[src/sv/cda_pkg.sv]
// shared types, constants and calendar helper functions for the date advance block
package cda_pkg;

  localparam int unsigned DAY_W   = 5;
  localparam int unsigned MONTH_W = 4;
  localparam int unsigned YEAR_W  = 14;
  localparam int unsigned WDAY_W  = 3;
  localparam int unsigned COUNT_W = 16;
  localparam int unsigned YMOD_W  = 9;
  localparam int unsigned REM_W   = 17;

  localparam int unsigned FIRST_YEAR    = 1754;
  localparam int unsigned LAST_YEAR_DEF = 9999;
  // leap years in 1..1753
  localparam int unsigned LEAPS_BEFORE_FIRST = 425;

  localparam logic [DAY_W-1:0]   FIRST_DAY   = 5'd1;
  localparam logic [MONTH_W-1:0] FIRST_MONTH = 4'd1;
  localparam logic [YMOD_W-1:0]  FIRST_YMOD  = 9'd154;
  localparam logic [WDAY_W-1:0]  FIRST_WDAY  = 3'd1;
  localparam logic [MONTH_W-1:0] LAST_MONTH  = 4'd12;

  // floor(x / 25) = (x * 1311) >> 15 for x below 4096
  localparam logic [10:0] RECIP_25    = 11'd1311;
  localparam int unsigned RECIP_SHIFT = 15;

  localparam logic ACT_ADVANCE = 1'b0;
  localparam logic ACT_LOAD    = 1'b1;

  typedef struct packed {
    logic                 action;
    logic [COUNT_W-1:0]   day_count;
    logic [DAY_W-1:0]     load_day;
    logic [MONTH_W-1:0]   load_month;
    logic [YEAR_W-1:0]    load_year;
  } cda_in_t;

  typedef struct packed {
    logic [DAY_W-1:0]     cur_day;
    logic [MONTH_W-1:0]   cur_month;
    logic [YEAR_W-1:0]    cur_year;
    logic [WDAY_W-1:0]    weekday;
    logic                 error;
  } cda_out_t;

  typedef enum logic [3:0] {
    S_IDLE,
    S_ADV_DOY,
    S_ADV_YEAR,
    S_ADV_MONTH,
    S_LD_MUL,
    S_LD_MOD,
    S_LD_CHK,
    S_LD_DOY,
    S_OUT
  } cda_state_e;

  // leap test on the year taken modulo 400
  function automatic logic is_leap(input logic [YMOD_W-1:0] ym);
    return (ym[1:0] == 2'd0) &&
           (ym == 9'd0 || (ym != 9'd100 && ym != 9'd200 && ym != 9'd300));
  endfunction

  function automatic logic [YMOD_W-1:0] year_len(input logic [YMOD_W-1:0] ym);
    return is_leap(ym) ? 9'd366 : 9'd365;
  endfunction

  function automatic logic [DAY_W-1:0] month_len(input logic [MONTH_W-1:0] m,
                                                 input logic leap);
    logic [DAY_W-1:0] len;
    case (m)
      4'd2:                     len = leap ? 5'd29 : 5'd28;
      4'd4, 4'd6, 4'd9, 4'd11:  len = 5'd30;
      default:                  len = 5'd31;
    endcase
    return len;
  endfunction

  // octal digits fold, since 8 is 1 modulo 7
  function automatic logic [WDAY_W-1:0] mod7(input logic [17:0] x);
    logic [5:0] s;
    logic [3:0] t;
    logic [3:0] u;
    s = 6'(x[2:0]) + 6'(x[5:3]) + 6'(x[8:6]) + 6'(x[11:9]) + 6'(x[14:12]) +
        6'(x[17:15]);
    t = 4'(s[2:0]) + 4'(s[5:3]);
    u = 4'(t[2:0]) + 4'(t[3]);
    return (u >= 4'd7) ? 3'(u - 4'd7) : u[2:0];
  endfunction

endpackage

[src/sv/calendar_date_advance.sv]
// Gregorian date register with weekday. An advance item walks the date forward
// by day_count days, a load item checks and stores a full date; each item gives
// one result with the date, weekday and an error flag (state kept on error).
// The block takes one item at a time and holds in_stall_o high while it works.
// All walking goes through one shared add/subtract unit with a month/year
// length lookup, one step per cycle: an advance first walks the months to find
// the day of year, then steps over whole years, then takes up to 12 month
// steps, registers the result and goes back to idle before the next item. A
// load does one reciprocal multiply for the leap-year count, a modulo step, a
// range check and the same month walk. A stalled result holds the block in its
// output step until it is taken.
module calendar_date_advance #(
  parameter int unsigned LastYear = cda_pkg::LAST_YEAR_DEF
) (
  input  logic              clk_i,
  input  logic              rst_ni,
  input  logic              in_valid_i,
  output logic              in_stall_o,
  input  cda_pkg::cda_in_t  in_data_i,
  output logic              out_valid_o,
  input  logic              out_stall_i,
  output cda_pkg::cda_out_t out_data_o
);
  import cda_pkg::*;

  cda_state_e state_q, state_d;

  // held date
  logic [DAY_W-1:0]   day_q;
  logic [MONTH_W-1:0] month_q;
  logic [YEAR_W-1:0]  year_q;
  logic [YMOD_W-1:0]  ymod_q;
  logic [WDAY_W-1:0]  wday_q;

  // working registers
  cda_in_t            in_q;
  logic [REM_W-1:0]   rem_q;
  logic [YEAR_W:0]    yr_q;
  logic [YMOD_W-1:0]  ym_q;
  logic [MONTH_W-1:0] k_q;
  logic [7:0]         q100_q;
  logic               err_q;

  cda_out_t           out_q;
  logic               out_valid_q;

  logic               in_accept;
  logic               out_load;
  logic               commit;

  // shared unit
  logic               leap_w;
  logic [YMOD_W-1:0]  len_w;
  logic               au_sub;
  logic [REM_W-1:0]   au_res;
  logic               au_ge;

  // load arithmetic
  logic [YEAR_W-1:0]  yy_w;
  logic [11:0]        q4_w;
  logic [22:0]        prod_w;
  logic [5:0]         q400_w;
  logic [YEAR_W-1:0]  r400_w;
  logic [YMOD_W-1:0]  ym_ld_w;
  logic [REM_W-1:0]   count_w;
  logic               bad_ld_w;

  logic [DAY_W-1:0]   new_day;
  logic [MONTH_W-1:0] new_month;
  logic [YEAR_W-1:0]  new_year;
  logic [WDAY_W-1:0]  new_wday;
  logic [WDAY_W-1:0]  w7_w;
  logic [3:0]         wsum_w;

  assign leap_w = is_leap(ym_q);
  assign au_sub = (state_q == S_ADV_YEAR) || (state_q == S_ADV_MONTH);
  assign au_res = au_sub ? rem_q - REM_W'(len_w) : rem_q + REM_W'(len_w);
  assign au_ge  = rem_q >= REM_W'(len_w);

  always_comb begin
    if (state_q == S_ADV_YEAR) begin
      len_w = year_len(ym_q);
    end else begin
      len_w = YMOD_W'(month_len(k_q, leap_w));
    end
  end

  assign yy_w    = in_q.load_year - 14'd1;
  assign q4_w    = yy_w[YEAR_W-1:2];
  assign prod_w  = 23'(q4_w) * 23'(RECIP_25);
  assign q400_w  = q100_q[7:2];
  assign r400_w  = yy_w - YEAR_W'(14'(q400_w) * 14'd400);
  assign ym_ld_w = (r400_w == 14'd399) ? '0 : YMOD_W'(r400_w + 14'd1);
  assign count_w = REM_W'(yy_w) - REM_W'(FIRST_YEAR - 1) + REM_W'(q4_w) -
                   REM_W'(q100_q) + REM_W'(q400_w) - REM_W'(LEAPS_BEFORE_FIRST);

  assign bad_ld_w = (in_q.load_month == '0) || (in_q.load_month > LAST_MONTH) ||
                    (in_q.load_year < YEAR_W'(FIRST_YEAR)) ||
                    ({1'b0, in_q.load_year} > (YEAR_W + 1)'(LastYear)) ||
                    (in_q.load_day == '0) ||
                    (in_q.load_day > month_len(in_q.load_month, leap_w));

  // next state
  always_comb begin
    state_d = state_q;
    unique case (state_q)
      S_IDLE: begin
        if (in_accept) begin
          state_d = (in_data_i.action == ACT_LOAD) ? S_LD_MUL : S_ADV_DOY;
        end
      end
      S_ADV_DOY: begin
        if (k_q >= month_q) state_d = S_ADV_YEAR;
      end
      S_ADV_YEAR: begin
        if (yr_q > (YEAR_W + 1)'(LastYear)) begin
          state_d = S_OUT;
        end else if (!au_ge) begin
          state_d = S_ADV_MONTH;
        end
      end
      S_ADV_MONTH: begin
        if (!(k_q < LAST_MONTH && au_ge)) state_d = S_OUT;
      end
      S_LD_MUL: state_d = S_LD_MOD;
      S_LD_MOD: state_d = S_LD_CHK;
      S_LD_CHK: state_d = bad_ld_w ? S_OUT : S_LD_DOY;
      S_LD_DOY: begin
        if (k_q >= in_q.load_month) state_d = S_OUT;
      end
      S_OUT: begin
        if (out_load) state_d = S_IDLE;
      end
      default: state_d = S_IDLE;
    endcase
  end

  // control outputs and commit values
  always_comb begin
    in_stall_o = (state_q != S_IDLE);
    in_accept  = in_valid_i && (state_q == S_IDLE);
    out_load   = (state_q == S_OUT) && (!out_valid_q || !out_stall_i);
    commit     = 1'b0;
    new_day    = in_q.load_day;
    new_month  = in_q.load_month;
    new_year   = in_q.load_year;
    new_wday   = wday_q;
    w7_w       = mod7(18'(rem_q));
    wsum_w     = 4'(wday_q) + 4'(mod7(18'(in_q.day_count)));
    unique case (state_q)
      S_ADV_MONTH: begin
        if (!(k_q < LAST_MONTH && au_ge)) begin
          commit    = 1'b1;
          new_day   = rem_q[DAY_W-1:0] + 5'd1;
          new_month = k_q;
          new_year  = yr_q[YEAR_W-1:0];
          new_wday  = (wsum_w >= 4'd7) ? 3'(wsum_w - 4'd7) : wsum_w[2:0];
        end
      end
      S_LD_DOY: begin
        if (k_q >= in_q.load_month) begin
          commit   = 1'b1;
          new_wday = (w7_w == 3'd6) ? 3'd0 : w7_w + 3'd1;
        end
      end
      default: commit = 1'b0;
    endcase
  end

  always_ff @(posedge clk_i or negedge rst_ni) begin
    if (!rst_ni) begin
      state_q     <= S_IDLE;
      day_q       <= FIRST_DAY;
      month_q     <= FIRST_MONTH;
      year_q      <= YEAR_W'(FIRST_YEAR);
      ymod_q      <= FIRST_YMOD;
      wday_q      <= FIRST_WDAY;
      out_valid_q <= 1'b0;
    end else begin
      state_q <= state_d;
      if (commit) begin
        day_q   <= new_day;
        month_q <= new_month;
        year_q  <= new_year;
        ymod_q  <= ym_q;
        wday_q  <= new_wday;
      end
      if (out_load) begin
        out_valid_q <= 1'b1;
      end else if (!out_stall_i) begin
        out_valid_q <= 1'b0;
      end
    end
  end

  // working datapath
  always_ff @(posedge clk_i) begin
    if (out_load) begin
      out_q <= '{cur_day: day_q, cur_month: month_q, cur_year: year_q,
                 weekday: wday_q, error: err_q};
    end
    case (state_q)
      S_IDLE: begin
        if (in_accept) begin
          in_q  <= in_data_i;
          rem_q <= REM_W'(in_data_i.day_count) + REM_W'(day_q) - 17'd1;
          k_q   <= 4'd1;
          yr_q  <= {1'b0, year_q};
          ym_q  <= ymod_q;
          err_q <= 1'b0;
        end
      end
      S_ADV_DOY: begin
        if (k_q < month_q) begin
          rem_q <= au_res;
          k_q   <= k_q + 4'd1;
        end
      end
      S_ADV_YEAR: begin
        if (yr_q > (YEAR_W + 1)'(LastYear)) begin
          err_q <= 1'b1;
        end else if (au_ge) begin
          rem_q <= au_res;
          yr_q  <= yr_q + 15'd1;
          ym_q  <= (ym_q == 9'd399) ? '0 : ym_q + 9'd1;
        end else begin
          k_q <= 4'd1;
        end
      end
      S_ADV_MONTH: begin
        if (k_q < LAST_MONTH && au_ge) begin
          rem_q <= au_res;
          k_q   <= k_q + 4'd1;
        end
      end
      S_LD_MUL: q100_q <= prod_w[22:RECIP_SHIFT];
      S_LD_MOD: begin
        ym_q  <= ym_ld_w;
        rem_q <= count_w;
      end
      S_LD_CHK: begin
        err_q <= bad_ld_w;
        k_q   <= 4'd1;
        rem_q <= REM_W'(mod7(18'(rem_q))) + REM_W'(in_q.load_day) - 17'd1;
      end
      S_LD_DOY: begin
        if (k_q < in_q.load_month) begin
          rem_q <= au_res;
          k_q   <= k_q + 4'd1;
        end
      end
      default: ;
    endcase
  end

  assign out_valid_o = out_valid_q;
  assign out_data_o  = out_q;

  a_date_sane: assert property (@(posedge clk_i) disable iff (!rst_ni)
    month_q >= 4'd1 && month_q <= LAST_MONTH && day_q != '0 && wday_q <= 3'd6)
    else $error("held date out of range");

  a_busy_after_accept: assert property (@(posedge clk_i) disable iff (!rst_ni)
    (in_valid_i && !in_stall_o) |=> in_stall_o)
    else $error("block not busy after taking an item");

  a_result_from_out: assert property (@(posedge clk_i) disable iff (!rst_ni)
    $rose(out_valid_o) |-> $past(state_q) == S_OUT)
    else $error("result shown outside the output step");

endmodule

[config.mk]
export PLATFORM = sky130hd
export DESIGN_NAME = calendar_date_advance
export DESIGN_NICKNAME = d
export VERILOG_FILES = /design/src/sv/cda_pkg.sv /design/src/sv/calendar_date_advance.sv
export SDC_FILE = /design/constraint.sdc
export NUM_CORES = 1
export LEC_CHECK = 0
export BUFFER_PORTS_ARGS = -buffer_cell sky130_fd_sc_hd__buf_4
export CAP_MARGIN = 20
export CORE_ASPECT_RATIO = 0.9
export CORE_MARGIN = 2
export CORE_UTILIZATION = 60
export DETAILED_ROUTE_END_ITERATION = 7
export PLACE_DENSITY_LB_ADDON = 0.08
export REMOVE_ABC_BUFFERS = 1
export SLEW_MARGIN = 10
export SYNTH_ARGS = -nofsm -noshare
export SYNTH_HDL_FRONTEND = slang
export SYNTH_SLANG_ARGS = --single-unit
[constraint.sdc]
create_clock -name clk_i -period 20.6 [get_ports clk_i]
set_input_delay 4.12 -clock clk_i [delete_from_list [all_inputs] [get_ports clk_i]]
set_output_delay 4.12 -clock clk_i [all_outputs]
set_load 0.03 [all_outputs]
==> run metrics <==
CP endpoint kind register; CP required 20.79 ns; Top FF cell, synth edfxtp_1; total negative slack 0 ns; Synth Register Bits 160; total routed wirelength 37800 µm; Chip Width 176 µm; endpoints failing setup 0; RSZ-0062 raised after global routing false; clk_skew about 0.017 ns; Worst-path clk slew roughly 0.080 ns; H-tree depth 4; Setup Buffers After CTS 0; fmax about 130 MHz; pre-CTS WS 12.88 ns; crit path setup slack, layout 12.81 ns; EDFF count, synth 120; Hold Vio Cnt, Final 0; number of DRC markers in iteration 0 between 800 and 900; Critical-path top delay cell edfxtp_1; post-route minimum period 7.79 ns; vias 12200; WL/cell around 18 µm; top-area cell type share of the netlist area 22.5%; Synth Warn # 0; Die Span Y 159 µm; max-cap viol count 0; Area contributors post-synth edfxtp_1 (22%), ha_1 (19%), fa_1 (11%); GR Overflow Total 0; IO buf count 72; nets between 2000 and 2500; Via-to-Cell Ratio 5.90; Syn Area/Cell 9.81 µm²; crit start category register; routability cong. 0.937; Hold WC Path Type register to register; clock sink total 160; Initial Util between 60 and 70%; type of the worst setup path register to register; most used cell, CP ha_1; vias in the first global route 12400; initial antenna violation count 0; cell taking the most area after synthesis edfxtp_1; distinct cell type count of the synthesized netlist 81; Post-CTS Hold Fix Bufs 0; hpwl dp 29900 µm; I/O pin count 73; Worst EP arrival about 8 ns; largest net degree at the start of global routing 43; CTS root buffer clkbuf_16; Syn Inst Count 1636; sequential fraction of the synthesis area 28.8%; drt drc 0; clock buffer count from CTS 17; CTS tree yes; gr usage total 28.1%; status finished clean; Clk Latency, worst-skew pair ~0.45 ns; crit-path max FO 11; Relative slew margins 35.1%; first-pass GRT wire length about 63000 µm; Cell Rows 56; slowest cell delay on critical path 0.57 ns; asr flop ratio synth 25.0%; fillers ~2100; P&R area growth vs syn 9.49%; post-CTS resize count 0; max-slew violation count 0; die area 28100 µm²; Netlist Area Pre-Place 16000 µm²; Final Cycle Share 37.8%; Detail Route Antenna Nets 0; Final Util 67.0%; core box area 26200 µm²; DR pass1 iterations 5; Slew @ Worst Pin 0.970 ns; clock buffer depth 2; antenna cells 0; layout cell share with drive strength beyond 1 between 9 and 10%
-- Yosys cell counts (all sizes together), types with 12 or more instances --
master	n
mux2	12
xnor2	78
ha	245
a22oi	28
nor2	86
dfrtp	26
fa	87
dfstp	14
nand2	121
a21oi	78
nand2b	16
o22ai	14
or3	12
nor4	13
edfxtp	120
nand3	30
o21a	15
inv	243
o21ai	71
o211ai	13
nor2b	24
a211oi	13
a21o	24
nand4	13
nor3	27
clkbuf	26
xor2	42
-- critical path, delay by kind of cell, from the launching register on --
family | cells | cell delay [ns]
AO/OA/AOI/OAI | 10 | 1.61
XOR/XNOR | 1 | 0.25
adder cells (fa/ha/maj) | 10 | 3.44
buffers and inverters | 4 | 0.25
flip-flops | 1 | 0.57
multiplexers | 1 | 0.47
AND/OR/NAND/NOR | 3 | 0.93
-- worst paths after layout --
check | startpoint | end | slack (ns) | cells after the start
worst max-delay path | rem_q[3] | rem_q[16] | 12.81 | 29
worst min-delay path | err_q | out_data_o[0] | 0.45 | 0
worst min register to register | err_q | out_data_o[0] | 0.45 | 0
min in group asynchronous | rst_ni | day_q[2] | 3.67 | 1
max in group asynchronous | rst_ni | ymod_q[3] | 16.53 | 1
worst max register to register | rem_q[3] | rem_q[16] | 12.81 | 29
-- registers in the layout (all words and copies together), names as in the netlist --
register     flops
year_q          14
rem_q           17
in_q            39
ym_q             9
q100_q           8
month_q          4
state_q          4
ymod_q           9
out_valid_o      1
wday_q           3
k_q              4
out_data_o      27
err_q            1
yr_q            15
day_q            5
-- routing by layer --
layer / wire length (µm) / share of wire, % / track usage (%)
met5: 0 / 0 / 0
met4: 860 / 2.3 / 7.93
met3: 2110 / 5.6 / 4.06
met2: 18100 / 48 / 47.6
met1: 16700 / 44 / 37.8
-- final cells by class --
type	count	area (µm²)	share of cell area, %
sequential	160	4620	26.3
clock buffer	17	425	2.42
clock inverter	15	126	0.719
inverter	244	916	5.21
tap	348	435	2.48
multi-input combinational	1196	10300	58.9
timing repair buffer	93	699	3.98
-- kinds of logic after synthesis --
group / count (synthesis) / synth area share (%)
simple gates: 377 / 11.6
flops: 160 / 28.8
buf+inv: 280 / 6.79
mux: 22 / 1.54
compound gates: 344 / 14.6
fa+ha+maj: 332 / 30.0
xor+xnor: 121 / 6.69
-- through the flow --
step           cell area (µm²)  instances  hold slack [ns]
3_5_place_dp             17000       2040            0.430
6_report                 17600       2073            0.453
3_3_place_gp             17000       2039            0.426
5_1_grt                  17600       2073            0.473
4_1_cts                  17600       2072            0.454
2_1_floorplan            15900       1600            0.400
-- placed cells by master, fill, tap and decap left out, drive strengths merged, types with 30 or more instances in the layout --
cell,Yosys,layout
inv,243,249
ha,245,245
nand2,121,121
edfxtp,120,120
buf,10,92
fa,87,87
nor2,86,86
xnor2,78,78
a21oi,78,78
o21ai,71,71
xor2,42,42
nand3,30,30
Power is left out: the tool's default activity adds up to more than one toggle a clock period on the data nets, which glitch-free logic cannot reach.
